## src/rtl/assert_macros.svh

```systemverilog
// ----------------------------------------------------------------------------
// Assertion macros
// Shared concurrent assertion forms for the display blanking controller.
// ----------------------------------------------------------------------------
`ifndef ASSERT_MACROS_SVH
`define ASSERT_MACROS_SVH

// Same-cycle implication, disabled while reset is asserted.
`define ASSERT_IMPL(lbl, clk, rst_n, ante, cons, msg) \
    lbl: assert property (@(posedge clk) disable iff (!rst_n) (ante) |-> (cons)) \
        else $error(msg);

// Next-cycle implication, disabled while reset is asserted.
`define ASSERT_NEXT(lbl, clk, rst_n, ante, cons, msg) \
    lbl: assert property (@(posedge clk) disable iff (!rst_n) (ante) |=> (cons)) \
        else $error(msg);

`endif

```

## src/rtl/dbc_pkg.sv

```systemverilog
// ----------------------------------------------------------------------------
// dbc_pkg
// Types and constants shared by the display blanking controller modules.
// ----------------------------------------------------------------------------
package dbc_pkg;

    localparam int unsigned NUM_OUTPUTS = 5;
    localparam int unsigned NOW_W       = 32;
    localparam int unsigned DIV_W       = 16;
    localparam int unsigned DIV_Q_W     = 32;
    localparam int unsigned STEP_W      = 5;
    localparam int unsigned PROG_W      = 16;
    localparam int unsigned TMO_MS_W    = 26;
    localparam int unsigned CFG_INDEX_W = 3;
    localparam int unsigned CFG_DATA_W  = 16;

    // Whole seconds of elapsed time fit in 23 bits; progress needs 16 quotient bits.
    localparam logic [STEP_W-1:0] STEPS_SECONDS  = 5'd23;
    localparam logic [STEP_W-1:0] STEPS_PROGRESS = 5'd16;

    localparam logic [DIV_W-1:0]  MS_PER_S       = 16'd1000;
    localparam logic [DIV_W-1:0]  TIMEOUT_RESET  = 16'd300;
    localparam logic [PROG_W-1:0] PROGRESS_MAX   = 16'hFFFF;

    localparam logic [2:0] DOW_SUNDAY   = 3'd1;
    localparam logic [2:0] DOW_SATURDAY = 3'd7;

    typedef logic [1:0] action_t;
    localparam action_t ACT_NORMAL   = 2'd0;
    localparam action_t ACT_DIM      = 2'd1;
    localparam action_t ACT_BLANK    = 2'd2;
    localparam action_t ACT_RESERVED = 2'd3;

    localparam int unsigned ACT_IDX_LEDS = 1;

    localparam logic [3:0] DAY_NEVER         = 4'd0;
    localparam logic [3:0] DAY_HOURS         = 4'd1;
    localparam logic [3:0] DAY_WEEKEND       = 4'd2;
    localparam logic [3:0] DAY_WKEND_OR_HRS  = 4'd3;
    localparam logic [3:0] DAY_WKEND_AND_HRS = 4'd4;
    localparam logic [3:0] DAY_WEEKDAY       = 4'd5;
    localparam logic [3:0] DAY_WKDAY_OR_HRS  = 4'd6;
    localparam logic [3:0] DAY_WKDAY_AND_HRS = 4'd7;
    localparam logic [3:0] DAY_ALWAYS        = 4'd8;

    localparam logic [1:0] MM_TIME_ONLY      = 2'd0;
    localparam logic [1:0] MM_TIME_OR_MOTION = 2'd1;
    localparam logic [1:0] MM_SENSOR_WINS    = 2'd2;

    localparam logic [CFG_INDEX_W-1:0] CFG_DAY_MODE       = 3'd0;
    localparam logic [CFG_INDEX_W-1:0] CFG_HOUR_START     = 3'd1;
    localparam logic [CFG_INDEX_W-1:0] CFG_HOUR_END       = 3'd2;
    localparam logic [CFG_INDEX_W-1:0] CFG_MOTION_TIMEOUT = 3'd3;
    localparam logic [CFG_INDEX_W-1:0] CFG_MOTION_MODE    = 3'd4;
    localparam logic [CFG_INDEX_W-1:0] CFG_OUTPUT_ACTIONS = 3'd5;

    typedef enum logic [2:0] {
        ST_IDLE,
        ST_LOAD,
        ST_DIV_SEC,
        ST_NUMER,
        ST_CHECK,
        ST_DIV_PROG,
        ST_STORE,
        ST_FINISH
    } state_t;

    typedef struct packed {
        logic                start;
        logic [STEP_W-1:0]   steps;
        logic [DIV_W-1:0]    divisor;
        logic [DIV_W-1:0]    rem_init;
        logic [DIV_Q_W-1:0]  quo_init;
    } div_ctrl_t;

    typedef struct packed {
        logic busy;
        logic last;
    } div_stat_t;

    typedef struct packed {
        logic [3:0]                     day_mode;
        logic [4:0]                     hour_start;
        logic [4:0]                     hour_end;
        logic [1:0]                     motion_mode;
        action_t [NUM_OUTPUTS-1:0]      output_actions;
        logic [2:0]                     day_of_week;
        logic [4:0]                     hour_of_day;
        logic                           led_override;
        logic                           motion_blank;
        logic                           sensor_seen;
        action_t [NUM_OUTPUTS-1:0]      previous;
    } decide_in_t;

    typedef struct packed {
        logic                           blanked;
        logic                           time_blank;
        action_t [NUM_OUTPUTS-1:0]      actions;
        logic [NUM_OUTPUTS-1:0]         changed_mask;
    } decide_out_t;

endpackage

```

## src/rtl/dbc_if.sv

```systemverilog
// ----------------------------------------------------------------------------
// dbc_if
// Update and result channels of the display blanking controller.
// ----------------------------------------------------------------------------
interface dbc_in_if;
    logic        valid;
    logic        ready;
    logic        motion_level;
    logic [31:0] now_ms;
    logic [2:0]  day_of_week;
    logic [4:0]  hour_of_day;
    logic        led_override;

    modport source (output valid, motion_level, now_ms, day_of_week, hour_of_day,
                    led_override, input ready);
    modport sink   (input valid, motion_level, now_ms, day_of_week, hour_of_day,
                    led_override, output ready);
endinterface

interface dbc_out_if;
    logic        valid;
    logic        ready;
    logic        blanked;
    logic        time_blank;
    logic        motion_blank;
    logic        sensor_present;
    logic [1:0]  tubes_action;
    logic [1:0]  leds_action;
    logic [1:0]  neons_action;
    logic [1:0]  slave_action;
    logic [1:0]  towers_action;
    logic [4:0]  changed_mask;
    logic [15:0] progress_permille;

    modport source (output valid, blanked, time_blank, motion_blank, sensor_present,
                    tubes_action, leds_action, neons_action, slave_action,
                    towers_action, changed_mask, progress_permille, input ready);
    modport sink   (input valid, blanked, time_blank, motion_blank, sensor_present,
                    tubes_action, leds_action, neons_action, slave_action,
                    towers_action, changed_mask, progress_permille, output ready);
endinterface

```

## src/rtl/dbc_serial_div.sv

```systemverilog
// ----------------------------------------------------------------------------
// dbc_serial_div
// Restoring divider, one quotient bit per cycle, shared by both divisions.
// ----------------------------------------------------------------------------
module dbc_serial_div (
    input  logic                              clk,
    input  logic                              rst_n,
    input  dbc_pkg::div_ctrl_t                ctrl,
    output dbc_pkg::div_stat_t                stat,
    output logic [dbc_pkg::DIV_Q_W-1:0]       quotient,
    output logic [dbc_pkg::DIV_W-1:0]         remainder
);

    logic [dbc_pkg::DIV_W-1:0]   rem_reg, rem_next;
    logic [dbc_pkg::DIV_W-1:0]   dsr_reg, dsr_next;
    logic [dbc_pkg::DIV_Q_W-1:0] quo_reg, quo_next;
    logic [dbc_pkg::STEP_W-1:0]  cnt_reg, cnt_next;
    logic                        busy_reg, busy_next;
    logic [dbc_pkg::DIV_W:0]     trial;
    logic [dbc_pkg::DIV_W:0]     diff;
    logic                        fits;

    // The dividend shifts out of the top of the quotient register while
    // quotient bits enter at the bottom.
    assign trial = {rem_reg, quo_reg[dbc_pkg::DIV_Q_W-1]};
    assign diff  = trial - {1'b0, dsr_reg};
    assign fits  = (trial >= {1'b0, dsr_reg});

    always_comb
    begin
        rem_next  = rem_reg;
        dsr_next  = dsr_reg;
        quo_next  = quo_reg;
        cnt_next  = cnt_reg;
        busy_next = busy_reg;
        if (ctrl.start)
        begin
            rem_next  = ctrl.rem_init;
            dsr_next  = ctrl.divisor;
            quo_next  = ctrl.quo_init;
            cnt_next  = ctrl.steps;
            busy_next = (ctrl.steps != '0);
        end
        else if (busy_reg)
        begin
            rem_next  = fits ? diff[dbc_pkg::DIV_W-1:0] : trial[dbc_pkg::DIV_W-1:0];
            quo_next  = {quo_reg[dbc_pkg::DIV_Q_W-2:0], fits};
            cnt_next  = cnt_reg - 1'b1;
            busy_next = (cnt_reg != {{(dbc_pkg::STEP_W-1){1'b0}}, 1'b1});
        end
    end

    always_ff @(posedge clk or negedge rst_n)
    begin
        if (!rst_n)
        begin
            busy_reg <= 1'b0;
            cnt_reg  <= '0;
        end
        else
        begin
            busy_reg <= busy_next;
            cnt_reg  <= cnt_next;
        end
    end

    always_ff @(posedge clk)
    begin
        rem_reg <= rem_next;
        dsr_reg <= dsr_next;
        quo_reg <= quo_next;
    end

    assign stat.busy = busy_reg;
    assign stat.last = busy_reg && (cnt_reg == {{(dbc_pkg::STEP_W-1){1'b0}}, 1'b1});
    assign quotient  = quo_reg;
    assign remainder = rem_reg;

endmodule

```

## src/rtl/dbc_decide.sv

```systemverilog
// ----------------------------------------------------------------------------
// dbc_decide
// Time window, blank combination, per-output action selection and change mask.
// ----------------------------------------------------------------------------
module dbc_decide (
    input  dbc_pkg::decide_in_t  din,
    output dbc_pkg::decide_out_t dout
);

    logic wkend;
    logic wkday;
    logic hrs;
    logic tblank;
    logic blank;
    dbc_pkg::action_t [dbc_pkg::NUM_OUTPUTS-1:0] act;

    always_comb
    begin
        wkend = (din.day_of_week == dbc_pkg::DOW_SUNDAY) ||
                (din.day_of_week == dbc_pkg::DOW_SATURDAY);
        wkday = (din.day_of_week > dbc_pkg::DOW_SUNDAY) &&
                (din.day_of_week < dbc_pkg::DOW_SATURDAY);

        // A window whose start lies after its end runs past midnight.
        if (din.hour_start > din.hour_end)
            hrs = (din.hour_of_day >= din.hour_start) || (din.hour_of_day < din.hour_end);
        else if (din.hour_start < din.hour_end)
            hrs = (din.hour_of_day >= din.hour_start) && (din.hour_of_day < din.hour_end);
        else
            hrs = (din.hour_of_day == din.hour_start);

        case (din.day_mode)
            dbc_pkg::DAY_HOURS:         tblank = hrs;
            dbc_pkg::DAY_WEEKEND:       tblank = wkend;
            dbc_pkg::DAY_WKEND_OR_HRS:  tblank = wkend || hrs;
            dbc_pkg::DAY_WKEND_AND_HRS: tblank = wkend && hrs;
            dbc_pkg::DAY_WEEKDAY:       tblank = wkday;
            dbc_pkg::DAY_WKDAY_OR_HRS:  tblank = wkday || hrs;
            dbc_pkg::DAY_WKDAY_AND_HRS: tblank = wkday && hrs;
            dbc_pkg::DAY_ALWAYS:        tblank = 1'b1;
            default:                    tblank = 1'b0;
        endcase

        case (din.motion_mode)
            dbc_pkg::MM_TIME_ONLY:      blank = tblank;
            dbc_pkg::MM_TIME_OR_MOTION: blank = tblank || din.motion_blank;
            default:                    blank = din.sensor_seen ? din.motion_blank : tblank;
        endcase

        for (int i = 0; i < dbc_pkg::NUM_OUTPUTS; i++)
        begin
            if (!blank)
                act[i] = dbc_pkg::ACT_NORMAL;
            else if (din.output_actions[i] == dbc_pkg::ACT_RESERVED)
                act[i] = dbc_pkg::ACT_BLANK;
            else
                act[i] = din.output_actions[i];
        end
        if (din.led_override)
            act[dbc_pkg::ACT_IDX_LEDS] = dbc_pkg::ACT_BLANK;

        for (int i = 0; i < dbc_pkg::NUM_OUTPUTS; i++)
            dout.changed_mask[i] = (act[i] != din.previous[i]);

        dout.blanked    = blank;
        dout.time_blank = tblank;
        dout.actions    = act;
    end

endmodule

```

## src/rtl/display_blanking_controller.sv

```systemverilog
// ----------------------------------------------------------------------------
// display_blanking_controller
// Blanking decision and per-output actions from motion, time and day.
// ----------------------------------------------------------------------------
//
//  Channel   Direction  Carries
//  --------  ---------  ------------------------------------------------------
//  in_ch     sink       one update beat: motion, time in ms, weekday, hour,
//                       LED override
//  out_ch    source     one result beat per update: decisions, five actions,
//                       change mask, per-mille progress
//  cfg_*     write      register index, data and write enable
//
//  An update with motion present passes through the load and finish states
//  to the result register; without motion the shared bit-serial divider runs
//  once for the whole seconds elapsed and, unless progress is zero or
//  saturated, once more for the progress, before the finish state.
//  Reset is asynchronous and active low. A result beat may wait in the result
//  register while the next update is taken; a stalled output then holds the
//  controller in its final state.
//
`include "assert_macros.svh"

module display_blanking_controller (
    input  logic                                clk,
    input  logic                                rst_n,
    dbc_in_if.sink                              in_ch,
    dbc_out_if.source                           out_ch,
    input  logic                                cfg_we,
    input  logic [dbc_pkg::CFG_INDEX_W-1:0]     cfg_index,
    input  logic [dbc_pkg::CFG_DATA_W-1:0]      cfg_data
);

    // Configuration registers.
    logic [3:0]                   day_mode_reg;
    logic [4:0]                   hour_start_reg;
    logic [4:0]                   hour_end_reg;
    logic [dbc_pkg::DIV_W-1:0]    timeout_reg;
    logic [1:0]                   motion_mode_reg;
    logic [9:0]                   out_actions_reg;

    // Timeout in milliseconds, formed as 1024t - 16t - 8t and kept registered.
    logic [dbc_pkg::TMO_MS_W-1:0] tmo_ms_reg;
    logic [dbc_pkg::TMO_MS_W-1:0] tmo_ms_next;

    // Captured update and working values.
    logic                         motion_reg;
    logic [2:0]                   dow_reg;
    logic [4:0]                   hour_reg;
    logic                         led_reg;
    logic [dbc_pkg::NOW_W-1:0]    el_ms_reg;
    logic [dbc_pkg::NOW_W-1:0]    numer_reg, numer_next;
    logic [dbc_pkg::PROG_W-1:0]   progress_reg, progress_next;
    logic                         mblank_reg, mblank_next;

    // Block state kept across updates.
    logic [dbc_pkg::NOW_W-1:0]    last_motion_reg;
    logic                         sensor_seen_reg;
    dbc_pkg::action_t [dbc_pkg::NUM_OUTPUTS-1:0] prev_act_reg;

    dbc_pkg::state_t              state_reg, state_next;

    // Result register.
    logic                         out_valid_reg, out_valid_next;
    dbc_pkg::decide_out_t         result_reg;
    logic                         res_mblank_reg;
    logic                         res_sensor_reg;
    logic [dbc_pkg::PROG_W-1:0]   res_progress_reg;

    logic                         in_accept;
    logic                         out_load;
    dbc_pkg::div_ctrl_t           div_ctrl;
    dbc_pkg::div_stat_t           div_stat;
    logic [dbc_pkg::DIV_Q_W-1:0]  div_quo;
    logic [dbc_pkg::DIV_W-1:0]    div_rem;
    dbc_pkg::decide_in_t          dec_in;
    dbc_pkg::decide_out_t         dec_out;

    assign in_accept = in_ch.valid && in_ch.ready;

    // ------------------------------------------------------------------
    // Configuration port
    // ------------------------------------------------------------------
    always_ff @(posedge clk or negedge rst_n)
    begin
        if (!rst_n)
        begin
            day_mode_reg    <= dbc_pkg::DAY_NEVER;
            hour_start_reg  <= '0;
            hour_end_reg    <= '0;
            timeout_reg     <= dbc_pkg::TIMEOUT_RESET;
            motion_mode_reg <= dbc_pkg::MM_TIME_ONLY;
            out_actions_reg <= '0;
        end
        else if (cfg_we)
        begin
            case (cfg_index)
                dbc_pkg::CFG_DAY_MODE:       day_mode_reg    <= cfg_data[3:0];
                dbc_pkg::CFG_HOUR_START:     hour_start_reg  <= cfg_data[4:0];
                dbc_pkg::CFG_HOUR_END:       hour_end_reg    <= cfg_data[4:0];
                dbc_pkg::CFG_MOTION_TIMEOUT: timeout_reg     <= cfg_data;
                dbc_pkg::CFG_MOTION_MODE:    motion_mode_reg <= cfg_data[1:0];
                dbc_pkg::CFG_OUTPUT_ACTIONS: out_actions_reg <= cfg_data[9:0];
                default:                     ;
            endcase
        end
    end

    // The user must make configuration changes only while idle; the block
    // does not enforce it. The comparison reads this value registered.
    assign tmo_ms_next = {timeout_reg, 10'b0}
                       - {6'b0, timeout_reg, 4'b0}
                       - {7'b0, timeout_reg, 3'b0};

    always_ff @(posedge clk)
    begin
        tmo_ms_reg <= tmo_ms_next;
    end

    // ------------------------------------------------------------------
    // Shared bit-serial divider
    // ------------------------------------------------------------------
    dbc_serial_div u_div (
        .clk       (clk),
        .rst_n     (rst_n),
        .ctrl      (div_ctrl),
        .stat      (div_stat),
        .quotient  (div_quo),
        .remainder (div_rem)
    );

    // ------------------------------------------------------------------
    // Sequencer
    // ------------------------------------------------------------------
    always_ff @(posedge clk or negedge rst_n)
    begin
        if (!rst_n)
            state_reg <= dbc_pkg::ST_IDLE;
        else
            state_reg <= state_next;
    end

    always_comb
    begin
        state_next       = state_reg;
        in_ch.ready      = 1'b0;
        out_load         = 1'b0;
        numer_next       = numer_reg;
        progress_next    = progress_reg;
        mblank_next      = mblank_reg;
        div_ctrl.start   = 1'b0;
        div_ctrl.steps   = dbc_pkg::STEPS_SECONDS;
        div_ctrl.divisor = dbc_pkg::MS_PER_S;
        div_ctrl.rem_init = {7'b0, el_ms_reg[31:23]};
        div_ctrl.quo_init = {el_ms_reg[22:0], 9'b0};

        case (state_reg)
            dbc_pkg::ST_IDLE:
            begin
                in_ch.ready = 1'b1;
                if (in_ch.valid)
                begin
                    progress_next = '0;
                    state_next    = dbc_pkg::ST_LOAD;
                end
            end

            dbc_pkg::ST_LOAD:
            begin
                if (motion_reg)
                begin
                    mblank_next = 1'b0;
                    state_next  = dbc_pkg::ST_FINISH;
                end
                else
                begin
                    // The timeout in ms never reaches 2^26, so it cannot wrap.
                    mblank_next    = (el_ms_reg > {6'b0, tmo_ms_reg});
                    div_ctrl.start = 1'b1;
                    state_next     = dbc_pkg::ST_DIV_SEC;
                end
            end

            dbc_pkg::ST_DIV_SEC:
            begin
                if (div_stat.last)
                    state_next = dbc_pkg::ST_NUMER;
            end

            dbc_pkg::ST_NUMER:
            begin
                // Whole seconds times 1000 is the elapsed time less the remainder.
                numer_next = el_ms_reg - {16'b0, div_rem};
                state_next = dbc_pkg::ST_CHECK;
            end

            dbc_pkg::ST_CHECK:
            begin
                if (numer_reg == '0)
                begin
                    progress_next = '0;
                    state_next    = dbc_pkg::ST_FINISH;
                end
                else if (numer_reg[31:16] >= timeout_reg)
                begin
                    // Quotient would not fit in 16 bits; a zero timeout lands here too.
                    progress_next = dbc_pkg::PROGRESS_MAX;
                    state_next    = dbc_pkg::ST_FINISH;
                end
                else
                begin
                    div_ctrl.start    = 1'b1;
                    div_ctrl.steps    = dbc_pkg::STEPS_PROGRESS;
                    div_ctrl.divisor  = timeout_reg;
                    div_ctrl.rem_init = numer_reg[31:16];
                    div_ctrl.quo_init = {numer_reg[15:0], 16'b0};
                    state_next        = dbc_pkg::ST_DIV_PROG;
                end
            end

            dbc_pkg::ST_DIV_PROG:
            begin
                if (div_stat.last)
                    state_next = dbc_pkg::ST_STORE;
            end

            dbc_pkg::ST_STORE:
            begin
                progress_next = div_quo[dbc_pkg::PROG_W-1:0];
                state_next    = dbc_pkg::ST_FINISH;
            end

            dbc_pkg::ST_FINISH:
            begin
                if (!out_valid_reg || out_ch.ready)
                begin
                    out_load   = 1'b1;
                    state_next = dbc_pkg::ST_IDLE;
                end
            end

            default:
                state_next = dbc_pkg::ST_IDLE;
        endcase
    end

    // ------------------------------------------------------------------
    // Update capture and motion tracking
    // ------------------------------------------------------------------
    always_ff @(posedge clk or negedge rst_n)
    begin
        if (!rst_n)
        begin
            last_motion_reg <= '0;
            sensor_seen_reg <= 1'b0;
        end
        else if (in_accept)
        begin
            if (in_ch.motion_level)
                last_motion_reg <= in_ch.now_ms;
            else
                sensor_seen_reg <= 1'b1;
        end
    end

    always_ff @(posedge clk)
    begin
        if (in_accept)
        begin
            motion_reg <= in_ch.motion_level;
            dow_reg    <= in_ch.day_of_week;
            hour_reg   <= in_ch.hour_of_day;
            led_reg    <= in_ch.led_override;
            // Modulo 2^32 difference, so a wrapped clock still gives the right age.
            el_ms_reg  <= in_ch.now_ms - last_motion_reg;
        end
        numer_reg    <= numer_next;
        progress_reg <= progress_next;
        mblank_reg   <= mblank_next;
    end

    // ------------------------------------------------------------------
    // Decision and actions
    // ------------------------------------------------------------------
    always_comb
    begin
        dec_in.day_mode       = day_mode_reg;
        dec_in.hour_start     = hour_start_reg;
        dec_in.hour_end       = hour_end_reg;
        dec_in.motion_mode    = motion_mode_reg;
        dec_in.output_actions = out_actions_reg;
        dec_in.day_of_week    = dow_reg;
        dec_in.hour_of_day    = hour_reg;
        dec_in.led_override   = led_reg;
        dec_in.motion_blank   = mblank_reg;
        dec_in.sensor_seen    = sensor_seen_reg;
        dec_in.previous       = prev_act_reg;
    end

    dbc_decide u_decide (
        .din  (dec_in),
        .dout (dec_out)
    );

    always_ff @(posedge clk or negedge rst_n)
    begin
        if (!rst_n)
            prev_act_reg <= '0;
        else if (out_load)
            prev_act_reg <= dec_out.actions;
    end

    // ------------------------------------------------------------------
    // Result register
    // ------------------------------------------------------------------
    always_comb
    begin
        out_valid_next = out_valid_reg;
        if (out_load)
            out_valid_next = 1'b1;
        else if (out_ch.ready)
            out_valid_next = 1'b0;
    end

    always_ff @(posedge clk or negedge rst_n)
    begin
        if (!rst_n)
            out_valid_reg <= 1'b0;
        else
            out_valid_reg <= out_valid_next;
    end

    always_ff @(posedge clk)
    begin
        if (out_load)
        begin
            result_reg       <= dec_out;
            res_mblank_reg   <= mblank_reg;
            res_sensor_reg   <= sensor_seen_reg;
            res_progress_reg <= progress_reg;
        end
    end

    assign out_ch.valid             = out_valid_reg;
    assign out_ch.blanked           = result_reg.blanked;
    assign out_ch.time_blank        = result_reg.time_blank;
    assign out_ch.motion_blank      = res_mblank_reg;
    assign out_ch.sensor_present    = res_sensor_reg;
    assign out_ch.tubes_action      = result_reg.actions[0];
    assign out_ch.leds_action       = result_reg.actions[1];
    assign out_ch.neons_action      = result_reg.actions[2];
    assign out_ch.slave_action      = result_reg.actions[3];
    assign out_ch.towers_action     = result_reg.actions[4];
    assign out_ch.changed_mask      = result_reg.changed_mask;
    assign out_ch.progress_permille = res_progress_reg;

    // ------------------------------------------------------------------
    // Assertions
    // ------------------------------------------------------------------
    `ASSERT_IMPL(a_div_quiet_when_idle, clk, rst_n, in_ch.ready, !div_stat.busy, "divider busy while accepting an update")
    `ASSERT_NEXT(a_motion_stamp, clk, rst_n, in_accept && in_ch.motion_level, last_motion_reg == $past(in_ch.now_ms), "motion time not recorded")
    `ASSERT_IMPL(a_motion_no_progress, clk, rst_n, out_load && motion_reg, !mblank_reg && (progress_reg == '0), "motion update gave timeout state")

endmodule

```

## src/flat_wrapper.sv

```systemverilog
// flat-port wrapper written by rule: the top's interface ports become plain ports
module display_blanking_controller_flat 
  (clk, rst_n, cfg_we, cfg_index, cfg_data, in_ch_valid, in_ch_motion_level, in_ch_now_ms, in_ch_day_of_week, in_ch_hour_of_day, in_ch_led_override, in_ch_ready, out_ch_valid, out_ch_blanked, out_ch_time_blank, out_ch_motion_blank, out_ch_sensor_present, out_ch_tubes_action, out_ch_leds_action, out_ch_neons_action, out_ch_slave_action, out_ch_towers_action, out_ch_changed_mask, out_ch_progress_permille, out_ch_ready);
  dbc_in_if in_ch_i ();
  dbc_out_if out_ch_i ();
  input  logic clk;
  input  logic rst_n;
  input  logic cfg_we;
  input  logic [dbc_pkg::CFG_INDEX_W-1:0] cfg_index;
  input  logic [dbc_pkg::CFG_DATA_W-1:0] cfg_data;
  input wire logic [$bits(in_ch_i.valid)-1:0] in_ch_valid;
  input wire logic [$bits(in_ch_i.motion_level)-1:0] in_ch_motion_level;
  input wire logic [$bits(in_ch_i.now_ms)-1:0] in_ch_now_ms;
  input wire logic [$bits(in_ch_i.day_of_week)-1:0] in_ch_day_of_week;
  input wire logic [$bits(in_ch_i.hour_of_day)-1:0] in_ch_hour_of_day;
  input wire logic [$bits(in_ch_i.led_override)-1:0] in_ch_led_override;
  output wire logic [$bits(in_ch_i.ready)-1:0] in_ch_ready;
  output wire logic [$bits(out_ch_i.valid)-1:0] out_ch_valid;
  output wire logic [$bits(out_ch_i.blanked)-1:0] out_ch_blanked;
  output wire logic [$bits(out_ch_i.time_blank)-1:0] out_ch_time_blank;
  output wire logic [$bits(out_ch_i.motion_blank)-1:0] out_ch_motion_blank;
  output wire logic [$bits(out_ch_i.sensor_present)-1:0] out_ch_sensor_present;
  output wire logic [$bits(out_ch_i.tubes_action)-1:0] out_ch_tubes_action;
  output wire logic [$bits(out_ch_i.leds_action)-1:0] out_ch_leds_action;
  output wire logic [$bits(out_ch_i.neons_action)-1:0] out_ch_neons_action;
  output wire logic [$bits(out_ch_i.slave_action)-1:0] out_ch_slave_action;
  output wire logic [$bits(out_ch_i.towers_action)-1:0] out_ch_towers_action;
  output wire logic [$bits(out_ch_i.changed_mask)-1:0] out_ch_changed_mask;
  output wire logic [$bits(out_ch_i.progress_permille)-1:0] out_ch_progress_permille;
  input wire logic [$bits(out_ch_i.ready)-1:0] out_ch_ready;
  assign in_ch_i.valid = in_ch_valid;
  assign in_ch_i.motion_level = in_ch_motion_level;
  assign in_ch_i.now_ms = in_ch_now_ms;
  assign in_ch_i.day_of_week = in_ch_day_of_week;
  assign in_ch_i.hour_of_day = in_ch_hour_of_day;
  assign in_ch_i.led_override = in_ch_led_override;
  assign in_ch_ready = in_ch_i.ready;
  assign out_ch_valid = out_ch_i.valid;
  assign out_ch_blanked = out_ch_i.blanked;
  assign out_ch_time_blank = out_ch_i.time_blank;
  assign out_ch_motion_blank = out_ch_i.motion_blank;
  assign out_ch_sensor_present = out_ch_i.sensor_present;
  assign out_ch_tubes_action = out_ch_i.tubes_action;
  assign out_ch_leds_action = out_ch_i.leds_action;
  assign out_ch_neons_action = out_ch_i.neons_action;
  assign out_ch_slave_action = out_ch_i.slave_action;
  assign out_ch_towers_action = out_ch_i.towers_action;
  assign out_ch_changed_mask = out_ch_i.changed_mask;
  assign out_ch_progress_permille = out_ch_i.progress_permille;
  assign out_ch_i.ready = out_ch_ready;
  display_blanking_controller u_core (.clk(clk), .rst_n(rst_n), .in_ch(in_ch_i), .out_ch(out_ch_i), .cfg_we(cfg_we), .cfg_index(cfg_index), .cfg_data(cfg_data));
endmodule
```

## config.mk

```make
export PLATFORM = sky130hd
export DESIGN_NAME = display_blanking_controller_flat
export DESIGN_NICKNAME = d
export VERILOG_FILES = /design/src/rtl/dbc_pkg.sv /design/src/rtl/dbc_if.sv /design/src/rtl/dbc_serial_div.sv /design/src/rtl/dbc_decide.sv /design/src/rtl/display_blanking_controller.sv /design/src/flat_wrapper.sv
export VERILOG_INCLUDE_DIRS = /design/src /design/src/rtl
export SDC_FILE = /design/constraint.sdc
export NUM_CORES = 1
export LEC_CHECK = 0
export BUFFER_PORTS_ARGS = -buffer_cell sky130_fd_sc_hd__buf_2
export CORE_MARGIN = 2
export CORE_UTILIZATION = 60
export DETAILED_ROUTE_END_ITERATION = 10
export PLACE_DENSITY = 0.81
export SLEW_MARGIN = 10
export SYNTH_ARGS = -nofsm -noshare
export SYNTH_HDL_FRONTEND = slang
export SYNTH_SLANG_ARGS = --single-unit
export TNS_END_PERCENT = 1
```

## constraint.sdc

```tcl
create_clock -name clk -period 4.18 [get_ports clk]
set_input_delay 0.209 -clock clk [delete_from_list [all_inputs] [get_ports clk]]
set_output_delay 0.209 -clock clk [all_outputs]
set_load 0.1 [all_outputs]
```

==> results.sh <==
export IMPL_min_to="u_core.last_motion_reg[0]"
export IMPL_skew_ns=0.0215
export IMPL_final_core_util=0.704
export IMPL_nNetsFinal=2018
export IMPL_finalPower_mw=16.5
export IMPL_postPlaceCellArea_um2=18600
export IMPL_synth_top_area_frac=0.324
export IMPL_critical_path_slowest_cell="dfrtp_1"
export IMPL_root_buffer="clkbuf_16"
export IMPL_ys_flop_type="edfxtp_1"
export IMPL_hold_path_cell_count=3
export IMPL_r2r_slack_ns=0.84
export IMPL_period_share=0.798
export IMPL_pre_cts_slack_ns=0.921
export IMPL_post_place_cells=2085
export IMPL_ff_latch_area_um2=8550
export IMPL_path_cells="ha_1 > nand2b_1 > a21o_1 > a21oi_1 > o21ai_0 > a32oi_1 > and3_1 > nor2_1 > buf_4 > nand2_2 > buf_4"
export IMPL_syn_nets=1841
export IMPL_drc_errors=0
export IMPL_yosys_top_cells_area="edfxtp_1 32%, dfrtp_1 13%, ha_1 11%"
export IMPL_outcome="finished clean"
export IMPL_multi_input_area_um2=8370
export IMPL_rr_startpoint="u_core.timeout_reg[0]"
export IMPL_start_kind="flip-flop"
export IMPL_gp_congestion=0.947
export IMPL_cts_hold_fix_buffers=54
export IMPL_hold_viol_final=0
export IMPL_antenna_found_initial=0
export IMPL_cp_buffers_inverters=2
export IMPL_dp_hpwl_mm=30.3
export IMPL_avgViaCountPerCell=6.02
export IMPL_area_growth_pct=15.1
export IMPL_yosysTopAreaCell="edfxtp_1"
export IMPL_insertedDiodeCount=0
export IMPL_tightest_slew_ns=1.07
export IMPL_arrival_ns=3.49
export IMPL_crit_top_cell="buf_4"
export IMPL_ys_warn_count=0
export IMPL_hold_class="in2reg"
export IMPL_clock_path_buffers=3
export IMPL_num_fill_cells=2032
export IMPL_postSynthAreaPerCell_um2=10.9
export IMPL_r2r_end="u_core.u_div.quotient[24]"
export IMPL_setup_tns_ns=0
export IMPL_reg2regPathDepth=11
export IMPL_pin_count=103
export IMPL_grt_max_degree=49
export IMPL_core_um2=28800
export IMPL_cts_resized=0
export IMPL_wire_per_inst_um=19.1
export IMPL_grt_first_pass_wirelength_mm=67.9
export IMPL_layoutNonFillerInstCount=2202
export IMPL_cp_end_kind="flip-flop"
export IMPL_numClockSinks=308
export IMPL_dieArea_um2=30700
export IMPL_synthTopCellsByCount="190 x edfxtp_1, 151 x inv_1, 148 x ha_1"
export IMPL_critical_path_class="reg2reg"
export IMPL_ant_nets=0
export IMPL_worst_slack_ns=0.842
export IMPL_seq_area_frac_synth=0.486
export IMPL_max_stage_delay_ns=0.58
export IMPL_rsz0062_at_grt="no"
export IMPL_irDropWorstVdd_uv=402
export IMPL_vias=13200
export IMPL_finalInstanceArea_um2=20300
export IMPL_finalSetupViolations=0
export IMPL_track_usage=0.278
export IMPL_ys_types=91
export IMPL_power_density_nw_per_um2=812
export IMPL_worstPathRequired_ns=4.33
export IMPL_min_delay_start="in_ch_now_ms[0]"
export IMPL_synthArstFlopShare=0.308
export IMPL_drt_iter0_drc=1307
export IMPL_yosysMostFrequentCell="edfxtp_1"
export IMPL_path_max_fanout=48
export IMPL_initial_core_util=0.612
export IMPL_drive_gt1_frac=0.158
export IMPL_first_global_vias=12800
export IMPL_cts_tree="yes"
export IMPL_drt_pass1_iter_count=5
export IMPL_synth_enable_flop_cells=190
export IMPL_p_leak_nw=8.87
export IMPL_die_height_um=175
export IMPL_path_delay_family="compound AO/OA/AOI/OAI gates"
export IMPL_synthCells=1615
export IMPL_cap_violations=0
export IMPL_fmax_mhz=300
export IMPL_whs_ns=0.00942
export IMPL_maxSlewHeadroom=0.284
export IMPL_rows=62
export IMPL_syn_area_um2=17600
export IMPL_post_cts_setup_buffers=0
export IMPL_cts_made_buffers=35
export IMPL_io_buffers=102
export IMPL_min_period_ns=3.34
export IMPL_cts_htree_levels=2
export IMPL_die_x_um=175
export IMPL_clock_latency_ns=0.52
export IMPL_wl_mm=42.0
export IMPL_slew_viol_final=0
export IMPL_cts_clk_slew_worst_paths_ns=0.06
export IMPL_synth_seq_cells=308
export IMPL_grt_ovfl_total=0
[worst min-delay path: stages]
cell	delay (ns)
buf_2	0.09
inv_1	0.07
o21ai_0	0.10
[layer usage]
layer | global-route usage | share of wire | vias up
li1 | - | - | 6253
met1 | 0.385 | 0.41 | 6341
met2 | 0.457 | 0.48 | 563
met3 | 0.0411 | 0.081 | 90
met4 | 0.0875 | 0.030 | 0
met5 | 0 | 0 | -
[area by class of cell]
cell class,instances,area share
clock buffer,53,0.0501
clock inverter,10,0.00408
inverter,153,0.0283
multi-input combinational,1120,0.413
sequential,308,0.422
tap,384,0.0237
timing repair buffer,174,0.0587
[cell families after synthesis]
group                      after synthesis  synth area share
buffers and inverters                  187            0.0404
AOI/OAI and AO/OA                      383             0.143
DFF                                    308             0.486
muxes                                   78            0.0495
and+or+nand+nor                        419             0.123
adders and majority gates              160             0.119
xor gates and xnor gates                80            0.0398
[cell usage in the layout, fill, tap and decap left out, types with 48 or more instances in the layout]
| cell | n |
|---|---|
| buf_2 | 101 |
| nand2_1 | 88 |
| edfxtp_1 | 190 |
| nor2_1 | 132 |
| a21o_1 | 56 |
| xnor2_1 | 48 |
| ha_1 | 148 |
| inv_1 | 151 |
| o21ai_0 | 73 |
| dlygate4sd3_1 | 54 |
| mux2_2 | 73 |
| dfrtp_1 | 91 |
| a21oi_1 | 95 |
[worst max path at each step]
stage                                from  cells after the start                         end  slack, ns
finish              u_core.timeout_reg[0]                     11   u_core.u_div.quotient[24]       0.84
detailed placement  u_core.timeout_reg[0]                     11   u_core.u_div.quotient[24]       0.92
floorplan             u_core.state_reg[2]                      6  u_core.last_motion_reg[10]       0.08
global placement    u_core.timeout_reg[2]                     12       u_core.tmo_ms_reg[23]       1.03
CTS                 u_core.timeout_reg[0]                     11   u_core.u_div.quotient[30]       0.89
global route        u_core.timeout_reg[2]                     12       u_core.tmo_ms_reg[23]       0.67
[where the power goes]
| part | switching, mW | internal [mW] | total [mW] |
|---|---|---|---|
| sequential | 0.684 | 4.80 | 5.48 |
| combinational | 4.96 | 3.06 | 8.02 |
| clock | 1.22 | 1.75 | 2.96 |
| total | 6.86 | 9.60 | 16.5 |
No activity file was read; power rests on OpenSTA's default activity.
